### src/hw/rtl/wfm_pkg.sv
// shared types and constants of the waveform frequency meter
package wfm_pkg;

    localparam int SAMPLE_IN_W = 12;
    localparam int ELAPSED_W   = 8;
    localparam int WINDOW_W    = 20;
    localparam int TIMER_W     = 24;
    localparam int FREQ_W      = 30;
    localparam int PCOUNT_W    = 4;

    localparam logic [WINDOW_W-1:0] WINDOW_RESET = 20'd1000000;
    localparam logic [FREQ_W-1:0]   FREQ_NUM     = 30'd998600000;

    // finished measurement handed from the front end to the divider
    typedef struct packed {
        logic               timed_out;
        logic [TIMER_W-1:0] time_us;
    } t_meas;

endpackage

### src/hw/rtl/wfm_front.sv
// front end: window, quartile thresholds, alignment and period counting
module wfm_front #(
    parameter int SAMPLE_BITS  = 12,
    parameter int PERIOD_COUNT = 10
) (
    input  logic                          i_clk,
    input  logic                          i_rst_n,
    input  logic                          i_cfg_wr,
    input  logic [wfm_pkg::WINDOW_W-1:0]  i_cfg_data,
    input  logic                          i_item,
    input  logic                          i_action,
    input  logic [wfm_pkg::SAMPLE_IN_W-1:0] i_sample,
    input  logic [wfm_pkg::ELAPSED_W-1:0] i_elapsed,
    output logic                          o_req_valid,
    output wfm_pkg::t_meas                o_req
);
    import wfm_pkg::*;

    localparam int SW = SAMPLE_BITS;
    localparam logic [PCOUNT_W-1:0] PC = PCOUNT_W'(PERIOD_COUNT);

    typedef enum logic [5:0] {
        PH_IDLE       = 6'b000001,
        PH_WINDOW     = 6'b000010,
        PH_ALIGN_LOW  = 6'b000100,
        PH_ALIGN_HIGH = 6'b001000,
        PH_COUNT_LOW  = 6'b010000,
        PH_COUNT_HIGH = 6'b100000
    } t_phase;

    t_phase                r_phase, n_phase;
    logic [WINDOW_W-1:0]   r_window;
    logic [TIMER_W-1:0]    r_limit;
    logic [SW-1:0]         r_min, n_min, r_max, n_max;
    logic [SW-1:0]         r_lq, n_lq, r_hq, n_hq;
    logic [TIMER_W-1:0]    r_timer, n_timer;
    logic [PCOUNT_W-1:0]   r_pd, n_pd;
    logic                  r_req_valid, n_req_valid;
    t_meas                 r_req, n_req;

    logic [31:0]           w_s32;
    logic [SW-1:0]         w_s;
    logic [TIMER_W:0]      w_tsum;
    logic [TIMER_W-1:0]    w_t;
    logic [SW+1:0]         w_lq_sum, w_hq_sum;
    logic [PCOUNT_W-1:0]   w_pd_inc;

    assign w_s32    = 32'(i_sample);
    assign w_s      = w_s32[SW-1:0];
    assign w_tsum   = {1'b0, r_timer} + (TIMER_W+1)'(i_elapsed);
    assign w_t      = w_tsum[TIMER_W] ? {TIMER_W{1'b1}} : w_tsum[TIMER_W-1:0];
    // 3*min + max and min + 3*max
    assign w_lq_sum = {2'b00, r_min} + {1'b0, r_min, 1'b0} + {2'b00, r_max};
    assign w_hq_sum = {2'b00, r_max} + {1'b0, r_max, 1'b0} + {2'b00, r_min};
    assign w_pd_inc = r_pd + PCOUNT_W'(1);

    always_comb begin
        n_phase     = r_phase;
        n_min       = r_min;
        n_max       = r_max;
        n_lq        = r_lq;
        n_hq        = r_hq;
        n_timer     = r_timer;
        n_pd        = r_pd;
        n_req_valid = 1'b0;
        n_req       = r_req;
        if (i_item) begin
            if (!i_action) begin
                n_min   = w_s;
                n_max   = w_s;
                n_timer = '0;
                n_pd    = '0;
                n_phase = PH_WINDOW;
            end else begin
                n_timer = w_t;
                case (r_phase)
                    PH_IDLE: begin
                        n_timer = r_timer;
                    end
                    PH_WINDOW: begin
                        if (w_t >= TIMER_W'(r_window)) begin
                            n_lq    = w_lq_sum[SW+1:2];
                            n_hq    = w_hq_sum[SW+1:2];
                            n_timer = '0;
                            n_phase = PH_ALIGN_LOW;
                        end else begin
                            if (w_s > r_max) n_max = w_s;
                            if (w_s < r_min) n_min = w_s;
                        end
                    end
                    PH_ALIGN_LOW, PH_ALIGN_HIGH: begin
                        if (r_phase == PH_ALIGN_LOW && w_s <= r_lq) begin
                            n_phase = PH_ALIGN_HIGH;
                        end
                        // a rise above q3 or the timeout starts counting
                        if ((r_phase == PH_ALIGN_HIGH && w_s > r_hq) || w_t >= r_limit) begin
                            n_timer = '0;
                            n_pd    = '0;
                            n_phase = PH_COUNT_LOW;
                        end
                    end
                    PH_COUNT_LOW, PH_COUNT_HIGH: begin
                        if (w_t >= r_limit) begin
                            n_req_valid       = 1'b1;
                            n_req.timed_out   = 1'b1;
                            n_req.time_us     = w_t;
                            n_phase           = PH_IDLE;
                        end else if (r_phase == PH_COUNT_LOW) begin
                            if (w_s <= r_lq) n_phase = PH_COUNT_HIGH;
                        end else if (w_s > r_hq) begin
                            n_pd = w_pd_inc;
                            if (w_pd_inc >= PC) begin
                                n_req_valid     = 1'b1;
                                n_req.timed_out = 1'b0;
                                n_req.time_us   = w_t;
                                n_phase         = PH_IDLE;
                            end else begin
                                n_phase = PH_COUNT_LOW;
                            end
                        end
                    end
                    default: begin
                        n_phase = PH_IDLE;
                    end
                endcase
            end
        end
    end

    always_ff @(posedge i_clk) begin
        if (!i_rst_n) begin
            r_phase     <= PH_IDLE;
            r_window    <= WINDOW_RESET;
            r_limit     <= TIMER_W'(WINDOW_RESET) * TIMER_W'(10);
            r_min       <= '0;
            r_max       <= '0;
            r_lq        <= '0;
            r_hq        <= '0;
            r_timer     <= '0;
            r_pd        <= '0;
            r_req_valid <= 1'b0;
        end else begin
            r_phase     <= n_phase;
            r_min       <= n_min;
            r_max       <= n_max;
            r_lq        <= n_lq;
            r_hq        <= n_hq;
            r_timer     <= n_timer;
            r_pd        <= n_pd;
            r_req_valid <= n_req_valid;
            if (i_cfg_wr) begin
                r_window <= i_cfg_data;
                // timeout limit is ten windows: 8w + 2w
                r_limit  <= {1'b0, i_cfg_data, 3'b000} + {3'b000, i_cfg_data, 1'b0};
            end
        end
    end

    always_ff @(posedge i_clk) begin
        r_req <= n_req;
    end

    assign o_req_valid = r_req_valid;
    assign o_req       = r_req;

endmodule

### src/hw/rtl/wfm_queue.sv
// two-entry queue of finished measurements between front end and divider
module wfm_queue (
    input  logic           i_clk,
    input  logic           i_rst_n,
    input  logic           i_push,
    input  wfm_pkg::t_meas i_push_data,
    output logic           o_full,
    output logic           o_valid,
    output wfm_pkg::t_meas o_data,
    input  logic           i_pop
);
    import wfm_pkg::*;

    t_meas       r_mem [2];
    logic        r_wr_ptr, r_rd_ptr;
    logic [1:0]  r_count;
    logic        w_push, w_pop;

    assign o_full  = (r_count == 2'd2);
    assign o_valid = (r_count != 2'd0);
    assign o_data  = r_mem[r_rd_ptr];
    assign w_push  = i_push && !o_full;
    assign w_pop   = i_pop && o_valid;

    always_ff @(posedge i_clk) begin
        if (!i_rst_n) begin
            r_wr_ptr <= 1'b0;
            r_rd_ptr <= 1'b0;
            r_count  <= 2'd0;
        end else begin
            if (w_push) r_wr_ptr <= ~r_wr_ptr;
            if (w_pop)  r_rd_ptr <= ~r_rd_ptr;
            r_count <= r_count + 2'(w_push) - 2'(w_pop);
        end
    end

    always_ff @(posedge i_clk) begin
        if (w_push) r_mem[r_wr_ptr] <= i_push_data;
    end

endmodule

### src/hw/rtl/wfm_back.sv
// back end: restoring divider for the frequency and the output register
module wfm_back (
    input  logic                        i_clk,
    input  logic                        i_rst_n,
    input  logic                        i_req_valid,
    input  wfm_pkg::t_meas              i_req,
    output logic                        o_req_pop,
    output logic                        o_valid,
    input  logic                        i_ready,
    output logic [wfm_pkg::TIMER_W-1:0] o_time_us,
    output logic [wfm_pkg::FREQ_W-1:0]  o_freq,
    output logic                        o_timed_out
);
    import wfm_pkg::*;

    localparam logic [4:0] STEPS = 5'(FREQ_W);

    logic                r_busy;
    logic [4:0]          r_cnt;
    logic [FREQ_W-1:0]   r_q;
    logic [TIMER_W-1:0]  r_rem;
    t_meas               r_job;
    logic                r_ovalid;
    logic [TIMER_W-1:0]  r_otime;
    logic [FREQ_W-1:0]   r_ofreq;
    logic                r_oflag;

    logic [TIMER_W:0]    w_shift;
    logic                w_ge;
    logic [TIMER_W:0]    w_diff;
    logic                w_out_free;
    logic                w_finish;

    assign w_shift    = {r_rem, r_q[FREQ_W-1]};
    assign w_ge       = (w_shift >= {1'b0, r_job.time_us});
    assign w_diff     = w_shift - {1'b0, r_job.time_us};
    assign w_out_free = !r_ovalid || i_ready;
    assign w_finish   = r_busy && (r_cnt == STEPS) && w_out_free;
    assign o_req_pop  = !r_busy && i_req_valid;

    always_ff @(posedge i_clk) begin
        if (!i_rst_n) begin
            r_busy   <= 1'b0;
            r_cnt    <= '0;
            r_ovalid <= 1'b0;
        end else begin
            if (o_req_pop) begin
                r_busy <= 1'b1;
                // zero time skips the division and returns FREQ_NUM unchanged
                r_cnt  <= (i_req.time_us == '0) ? STEPS : 5'd0;
            end else if (r_busy && r_cnt != STEPS) begin
                r_cnt <= r_cnt + 5'd1;
            end else if (w_finish) begin
                r_busy <= 1'b0;
            end
            if (w_finish)     r_ovalid <= 1'b1;
            else if (i_ready) r_ovalid <= 1'b0;
        end
    end

    always_ff @(posedge i_clk) begin
        if (o_req_pop) begin
            r_job <= i_req;
            r_q   <= FREQ_NUM;
            r_rem <= '0;
        end else if (r_busy && r_cnt != STEPS) begin
            r_q   <= {r_q[FREQ_W-2:0], w_ge};
            r_rem <= w_ge ? w_diff[TIMER_W-1:0] : w_shift[TIMER_W-1:0];
        end
        if (w_finish) begin
            r_otime <= r_job.time_us;
            r_ofreq <= r_q;
            r_oflag <= r_job.timed_out;
        end
    end

    assign o_valid     = r_ovalid;
    assign o_time_us   = r_otime;
    assign o_freq      = r_ofreq;
    assign o_timed_out = r_oflag;

endmodule

### src/hw/rtl/waveform_frequency_meter_top.sv
// waveform frequency meter: period counter with quartile hysteresis
// input items are taken one per cycle while the two-entry result queue has room
// a result goes from the front end's request register through the queue to the divider (zero time skips it):
// the 30-step restoring divider, one quotient bit per cycle, then the output register
// reset is synchronous active low: phase idle, state and queue cleared, window 1000000 us
module waveform_frequency_meter_top #(
    parameter int SAMPLE_BITS  = 12,
    parameter int PERIOD_COUNT = 10
) (
    input  logic        i_clk,
    input  logic        i_rst_n,
    input  logic        i_cfg_valid,
    output logic        o_cfg_ready,
    input  logic [19:0] i_cfg_data,   // window_us
    input  logic        i_s_tvalid,
    output logic        o_s_tready,
    input  logic [23:0] i_s_tdata,    // sample[11:0], elapsed_us[19:12], zero pad
    input  logic        i_s_tuser,    // action
    output logic        o_m_tvalid,
    input  logic        i_m_tready,
    output logic [55:0] o_m_tdata,    // ten_period_us[23:0], frequency_centihz[53:24], pad
    output logic        o_m_tuser     // timed_out
);
    import wfm_pkg::*;

    logic                w_item;
    logic                w_req_valid;
    t_meas               w_req;
    logic                w_q_full;
    logic                w_q_valid;
    t_meas               w_q_data;
    logic                w_q_pop;
    logic [TIMER_W-1:0]  w_time;
    logic [FREQ_W-1:0]   w_freq;

    assign o_cfg_ready = 1'b1;
    assign o_s_tready  = !w_q_full;
    assign w_item      = i_s_tvalid && o_s_tready;

    wfm_front #(
        .SAMPLE_BITS  (SAMPLE_BITS),
        .PERIOD_COUNT (PERIOD_COUNT)
    ) u_front (
        .i_clk       (i_clk),
        .i_rst_n     (i_rst_n),
        .i_cfg_wr    (i_cfg_valid),
        .i_cfg_data  (i_cfg_data),
        .i_item      (w_item),
        .i_action    (i_s_tuser),
        .i_sample    (i_s_tdata[11:0]),
        .i_elapsed   (i_s_tdata[19:12]),
        .o_req_valid (w_req_valid),
        .o_req       (w_req)
    );

    wfm_queue u_queue (
        .i_clk       (i_clk),
        .i_rst_n     (i_rst_n),
        .i_push      (w_req_valid),
        .i_push_data (w_req),
        .o_full      (w_q_full),
        .o_valid     (w_q_valid),
        .o_data      (w_q_data),
        .i_pop       (w_q_pop)
    );

    wfm_back u_back (
        .i_clk       (i_clk),
        .i_rst_n     (i_rst_n),
        .i_req_valid (w_q_valid),
        .i_req       (w_q_data),
        .o_req_pop   (w_q_pop),
        .o_valid     (o_m_tvalid),
        .i_ready     (i_m_tready),
        .o_time_us   (w_time),
        .o_freq      (w_freq),
        .o_timed_out (o_m_tuser)
    );

    assign o_m_tdata = {2'b00, w_freq, w_time};

endmodule
### config.mk
export PLATFORM = sky130hd
export DESIGN_NAME = waveform_frequency_meter_top
export DESIGN_NICKNAME = d
export VERILOG_FILES = /design/src/hw/rtl/wfm_pkg.sv /design/src/hw/rtl/wfm_front.sv /design/src/hw/rtl/wfm_queue.sv /design/src/hw/rtl/wfm_back.sv /design/src/hw/rtl/waveform_frequency_meter_top.sv
export SDC_FILE = /design/constraint.sdc
export NUM_CORES = 1
export LEC_CHECK = 0
export BUFFER_PORTS_ARGS = -buffer_cell sky130_fd_sc_hd__buf_2
export CORE_MARGIN = 4
export CORE_UTILIZATION = 41
export CTS_CLUSTER_SIZE = 10
export DETAILED_ROUTE_END_ITERATION = 6
export GPL_TIMING_DRIVEN = 0
export PLACE_DENSITY_LB_ADDON = 0.1
export SYNTH_ARGS = -nofsm -noshare
export SYNTH_HDL_FRONTEND = slang
export SYNTH_SLANG_ARGS = --single-unit
### constraint.sdc
create_clock -name i_clk -period 6.8 [get_ports i_clk]
set_input_delay 1.02 -clock i_clk [delete_from_list [all_inputs] [get_ports i_clk]]
set_output_delay 1.02 -clock i_clk [all_outputs]
set_load 0.03 [all_outputs]
* After elaboration in Yosys (flattened, before gate mapping)
Memories as Yosys holds them, arrays and structs flattened. A register that Yosys moved wholly into a read port is not among the register bits.
Cells that the tools add are included.
** Storage, ports and cells
- Logic and storage cells :: 154
- Output and inout bits :: 60
- Memories kept :: 1
- Input port bits :: 50
- RAM bits :: 50
- Bits in registers :: 297
** Cells by class
- Eq/ne operators :: 25
- Add/sub/neg operators :: 11
- Reduce and logical (&&, ||, !) cells :: 32
- Order comparisons :: 8
- Bitwise gates (word level) :: 2
- Muxes and demuxes :: 50
** Memories
- u_queue.r_mem :: depth 2, bits a word 25, rd ports 1, clocked after Yosys merged registers in 1, wr ports 1, line wfm_queue.sv:14 : t_meas r_mem [2];
** Operators by type and width (number)
- $mux W24 :: 6
- $mux W12 :: 8
- $mux W25 :: 3
- $pmux W24 S3 :: 1
- $mux W6 :: 8
- $add A12 B13 Y14 :: 2
- $add A14 B12 Y14 :: 2
- $add A24 B8 Y25 :: 1
- $ge A25 B24 Y1 :: 1
- $add A23 B21 Y24 :: 1
- $ge A24 B20 Y1 :: 1
- $ge A24 B24 Y1 :: 1
- $gt A12 B12 Y1 :: 2
- $logic_not A24 Y1 :: 1
- $pmux W6 S4 :: 1
- $sub A24 B24 Y24 :: 1
- $mux W4 :: 5
- $mux W5 :: 4
- $reduce_and A6 Y1 :: 3
- $reduce_and A4 Y1 :: 4
- $mux W1 :: 13
- $le A12 B12 Y1 :: 1
- $lt A12 B12 Y1 :: 1
- $reduce_bool A2 Y1 :: 6
- 29 further kinds :: 51

* Longest topological paths before layout
- Depth in word-level cells :: 8
- Gate-level depth with buffers :: 20
- Depth with buffers taken out :: 18

* Hierarchy
Synthesis repeated with hierarchy kept, for this count alone.
** Second synthesis, totals
- Cell total of the unflattened synthesis :: 1917
- Area, all modules :: 19263.5 µm²
** By module, submodules not included
- wfm_front :: times used 1, seq. area each 3233.1 µm², cells each 1259, area an instance 11013.1 µm²
- wfm_back :: times used 1, seq. area each 3623.5 µm², cells each 546, area an instance 6064.6 µm²
- wfm_queue :: times used 1, seq. area each 1601.5 µm², cells each 105, area an instance 2145.8 µm²
- waveform_frequency_meter_top :: times used 1, seq. area each 0.0 µm², cells each 7, area an instance 40.0 µm²

* Worst setup path after synthesis
OpenSTA, ideal clock, no wires.
- Path type :: input to register
- Start point :: in i_s_tdata[12]
- End point :: reg u_front.r_req, in the netlist u_front.o_req[0], enable pin
- Path buffers :: 0
- Arrival :: 5824 ps
- Library setup time :: 440 ps
- Setup slack :: 536 ps
- Stages on the path :: 15
- Path through :: ha_1 -> fa_1 -> a211oi_1 -> o211a_2 -> nor3_1 -> or3b_2 -> ha_1 -> nand4_1 -> nor4_1 -> a22oi_1 -> nand3_1 -> o21ai_4 -> inv_1 -> nor2_1 -> nor3_1
** On the way
- Cells in the longest elaborated chain, start to end :: 5
** Ends and longest elaborated chain
- from (decl) :: line waveform_frequency_meter_top.sv:17 : input logic [23:0] i_s_tdata,
- $add A24 B8 Y25 (*) :: line wfm_front.sv:50 : assign w_tsum = {1'b0, r_timer} + (TIMER_W+1)'(i_elapsed);
- $mux W24 (*) :: line wfm_front.sv:51 : assign w_t = w_tsum[TIMER_W] ? {TIMER_W{1'b1}} : w_tsum[TIMER_W-1:0];
- net u_front.w_t[19] :: line wfm_front.sv:44 : logic [TIMER_W-1:0] w_t;
- $ge A24 B24 Y1 (*) :: line wfm_front.sv:103 : if (w_t >= r_limit) begin
- $ne A2 B1 Y1 (no source line) or $reduce_bool A2 Y1 (tied branches)
- $reduce_and A6 Y1 (no source line) (*)
- to (signal assigned) :: line wfm_front.sv:160 : r_req <= n_req;
- to (decl) :: line wfm_front.sv:39 : t_meas r_req, n_req;
The timed path passes the listed nets; every way through them passes the cells marked *.
A chain may end at the register's enable or synchronous reset.

* Worst setup path in the final report
- Start point :: in i_s_tdata[12]
- End point :: reg u_front.r_max[6]
** On the way
- Cells in the longest elaborated chain, start to end :: 5
** Ends and longest elaborated chain
- $add A24 B8 Y25 :: line wfm_front.sv:50
- $mux W24 :: line wfm_front.sv:51
- net u_front.w_t[17] :: line wfm_front.sv:44
- $ge A24 B20 Y1 :: line wfm_front.sv:81 : if (w_t >= TIMER_W'(r_window)) begin
- $ne A2 B2 Y1 (no source line)
- $reduce_and A4 Y1 (no source line)
- to (signal assigned) :: line wfm_front.sv:145 : r_max <= n_max;
- to (decl) :: line wfm_front.sv:34 : logic [SW-1:0] r_min, n_min, r_max, n_max;
The timed path passes the listed nets, and every way through them passes these cells.

==> out/qor.yml <==
power:
  vdd_ir_drop_max_mv: 0.199
  p_per_area_nw_per_um2: 319
  power_leakage_nw: 9.00
clock_tree:
  clkSinkCount: 345
  clk_pin_slew_ns: 0.05
  cts_resized: 0
  cts_buffers: 42
  post_cts_buffers: 0
  cts_root_buffer: "clkbuf_16"
  clk_latency_ns: 0.57
  cts_hold_buf: 0
  htreeDepth: 2
  cts_tree: "built"
  ctsLongestPathBuffers: 3
synth:
  synth-edff-count: 155
  syn_inst: 1862
  synthArstFlopShare_pct: 0
  synth_ff_type: "dfxtp_1"
  synth.area.top_cells: "edfxtp_1, dfxtp_1, ha_1, nand2_1, mux2i_1"
  synth-simple-area-share_pct: 13.7
  postSynthAreaPerCell_sq_um: 10.1
  synthAdderAreaFrac_pct: 14.0
  synth-seq-area-share_pct: 44.9
  ys_ff_latch: 345
  synthesis.area_sq_um: 18800
  synth_cell_types: 85
  synth_compound_area_share_pct: 14.3
  yosys_warnings: 0
  post-synth-top-area-fraction_pct: 24.7
  synth_xor_xnor_area_share_pct: 3.07
  synth_top_family_by_area: "compound AO/OA/AOI/OAI gates"
  yosysTopAreaCell: "edfxtp_1"
  synthMuxAreaShare_pct: 5.33
sta:
  finalCritPeriodShare_pct: 89.3
  rsz0062_at_grt: "false"
  holdWs_ns: 0.434
  slew_headroom_pct: 20.1
  clock_skew_ns: 0.0256
  slew_violations: 0
  fin_crit_ns: 6.08
  setup_viol: 0
  final_hold_viol_count: 0
  tns_ns: 0
  fmax_ghz: 0.165
  tightest_slew_ns: 1.20
global_routing:
  grt_antenna_before_repair: 0
  grt-ovfl-total: 0
  grt_max_degree: 36
  track_usage_pct: 18.1
  grt_pass1_wl_um: 73300
  grt_pass1_vias: 13740
placement:
  hpwlAfterDp_um: 34700
  portBuffers: 100
  gp_congestion: 0.849
  placed_cells: 2567
detailed_routing:
  drc: 0
  post_drt_wl_per_cell_um: 17.1
  drt-initial-drc-count: 853
  vias_per_cell: 5.30
  ant_nets: 0
  dr.pass1.iters: 5
  vias: 14002
  finalWirelength_um: 45100
cells_and_area:
  area_growth_pct: 14.0
  regArea_sq_um: 8460
  fill_cells: 4306
  multi_input_area_sq_um: 9530
  fin_cells: 2641
  diodes: 0
  final_layout_size_suffix_gt1_share_pct: 11.9
  nNetsFinal: 2256
worst_setup_path:
  startpoint_type: "input pin"
  endpoint_kind: "flip-flop"
  worstPathMaxFanout: 10
  crit_arrival_ns: 6.52
  required_ns: 7.25
  critical_path_class: "input pin to flip-flop"
floorplanning:
  die_width_um: 222
  std_cell_rows: 78
  core_area_sq_um: 45400
  floorplan.die_area_sq_um: 49400
  die_y_um: 222
  initial_core_util_pct: 41.5
  io_pins: 110
run:
  cap_violations: 0
outcome:
  status: "completed"
hold_path:
  hold_class: "flip-flop to flip-flop"
## per-stage QoR
stage	power, mW	worst slack, ns	cell area (sq um)	util, %
after floorplan	4.23	0.536	18800	-
after global placement	4.76	-1.16	20100	44.3
after detailed placement	4.80	0.0736	20200	44.4
after CTS	6.94	0.673	21500	47.3
after global routing	7.33	0.414	21500	47.3
final	6.86	0.725	21500	47.3
## cell type report
cell class / count / share of cell area [%]
buffer: 67 / 1.46
clock buffer: 69 / 5.75
clock inverter: 5 / 0.309
inverter: 148 / 2.59
multi-input combinational: 1303 / 44.4
sequential: 345 / 39.4
tap: 600 / 3.50
timing repair buffer: 104 / 2.60
## flip-flops by register name, indices dropped and copies added (netlist names), 2 cells and up, named ones only
register and count:
u_back.o_time_us 24, u_queue.r_mem 50, u_front.r_window 20, u_back.r_rem 24, u_back.r_q 30, u_back.r_job 25
u_front.r_phase 6, u_front.r_hq 12, u_front.r_max 12, u_back.r_cnt 5, u_front.o_req 25, u_front.r_timer 24
u_queue.r_count 2, u_front.r_pd 4, u_front.r_limit 21, u_back.o_freq 30, u_front.r_lq 12, u_front.r_min 12
## Yosys cell counts, types with 24 or more instances
| master | instances |
|---|---|
| a211oi_1 | 25 |
| a21o_1 | 25 |
| a21oi_1 | 74 |
| clkbuf_1 | 47 |
| dfxtp_1 | 190 |
| edfxtp_1 | 155 |
| fa_1 | 27 |
| ha_1 | 168 |
| inv_1 | 147 |
| mux2_2 | 34 |
| mux2i_1 | 62 |
| nand2_1 | 195 |
| nand3_1 | 81 |
| nand4_1 | 24 |
| nor2_1 | 112 |
| nor3_1 | 34 |
| o211ai_1 | 26 |
| o21ai_0 | 96 |
| xnor2_1 | 41 |
| xor2_1 | 25 |
## kinds of logic after synthesis
group,after synthesis
xor gates and xnor gates,66
buffers and inverters,215
muxes,96
adders and majority gates,195
DFF,345
AOI/OAI and AO/OA,398
and+or+nand+nor,545
other,2
## worst paths after layout
check                          start                   end  slack (ns)  cells past startpoint
setup reg to reg  u_front.r_timer[0]      u_front.r_max[6]        0.99                     18
setup / recovery       i_s_tdata[12]      u_front.r_max[6]        0.72                     19
hold reg to reg    u_front.o_req[22]  u_queue.r_mem[1][22]        0.43                      0
hold / removal     u_front.o_req[22]  u_queue.r_mem[1][22]        0.43                      0
## cells in the final DEF (no fill, tap or decap), types with 33 or more instances in the layout
master       n
ha_1       168
buf_2      103
mux2_2      34
clkbuf_1    66
xnor2_1     41
o21ai_0     96
nand3_1     81
nor2_1     110
dfxtp_1    190
edfxtp_1   155
nand2_1    195
mux2i_1     62
inv_1      147
nor3_1      33
a21oi_1     74
clkbuf_16   43
## power breakdown
part           switching (mW)  internal (mW)  leakage [nW]
clock network           0.865           1.24         0.631
registers               0.207           2.48          3.00
logic                    1.25          0.815          5.37
total                    2.32           4.54          9.00
## worst max-delay path, cell delays in order
cell       delay, ns
buf_2           0.10
ha_1            0.23
fa_1            0.44
a211oi_1        0.36
o211a_2         0.39
or3_1           0.19
clkbuf_1        0.38
nand2_1         0.31
ha_1            0.37
and3_1          0.20
and3_1          0.22
o2111ai_1       0.08
a21oi_1         0.09
a2111oi_0       0.61
nand4_2         0.38
o41ai_1         0.43
nand3_1         0.27
buf_4           0.30
mux2i_1         0.14
## metal layers
| layer | routed length, um | up-vias | part of all wire (%) | track usage (%) |
|---|---|---|---|---|
| met5 | 0 | - | 0 | 0 |
| met4 | 1410 | 0 | 3.1 | 6.03 |
| met3 | 1650 | 77 | 3.7 | 2.87 |
| met2 | 20500 | 259 | 45 | 29.4 |
| met1 | 21500 | 6587 | 48 | 24.9 |
| li1 | - | 7079 | - | - |
Power figures use the tool's default switching activity.
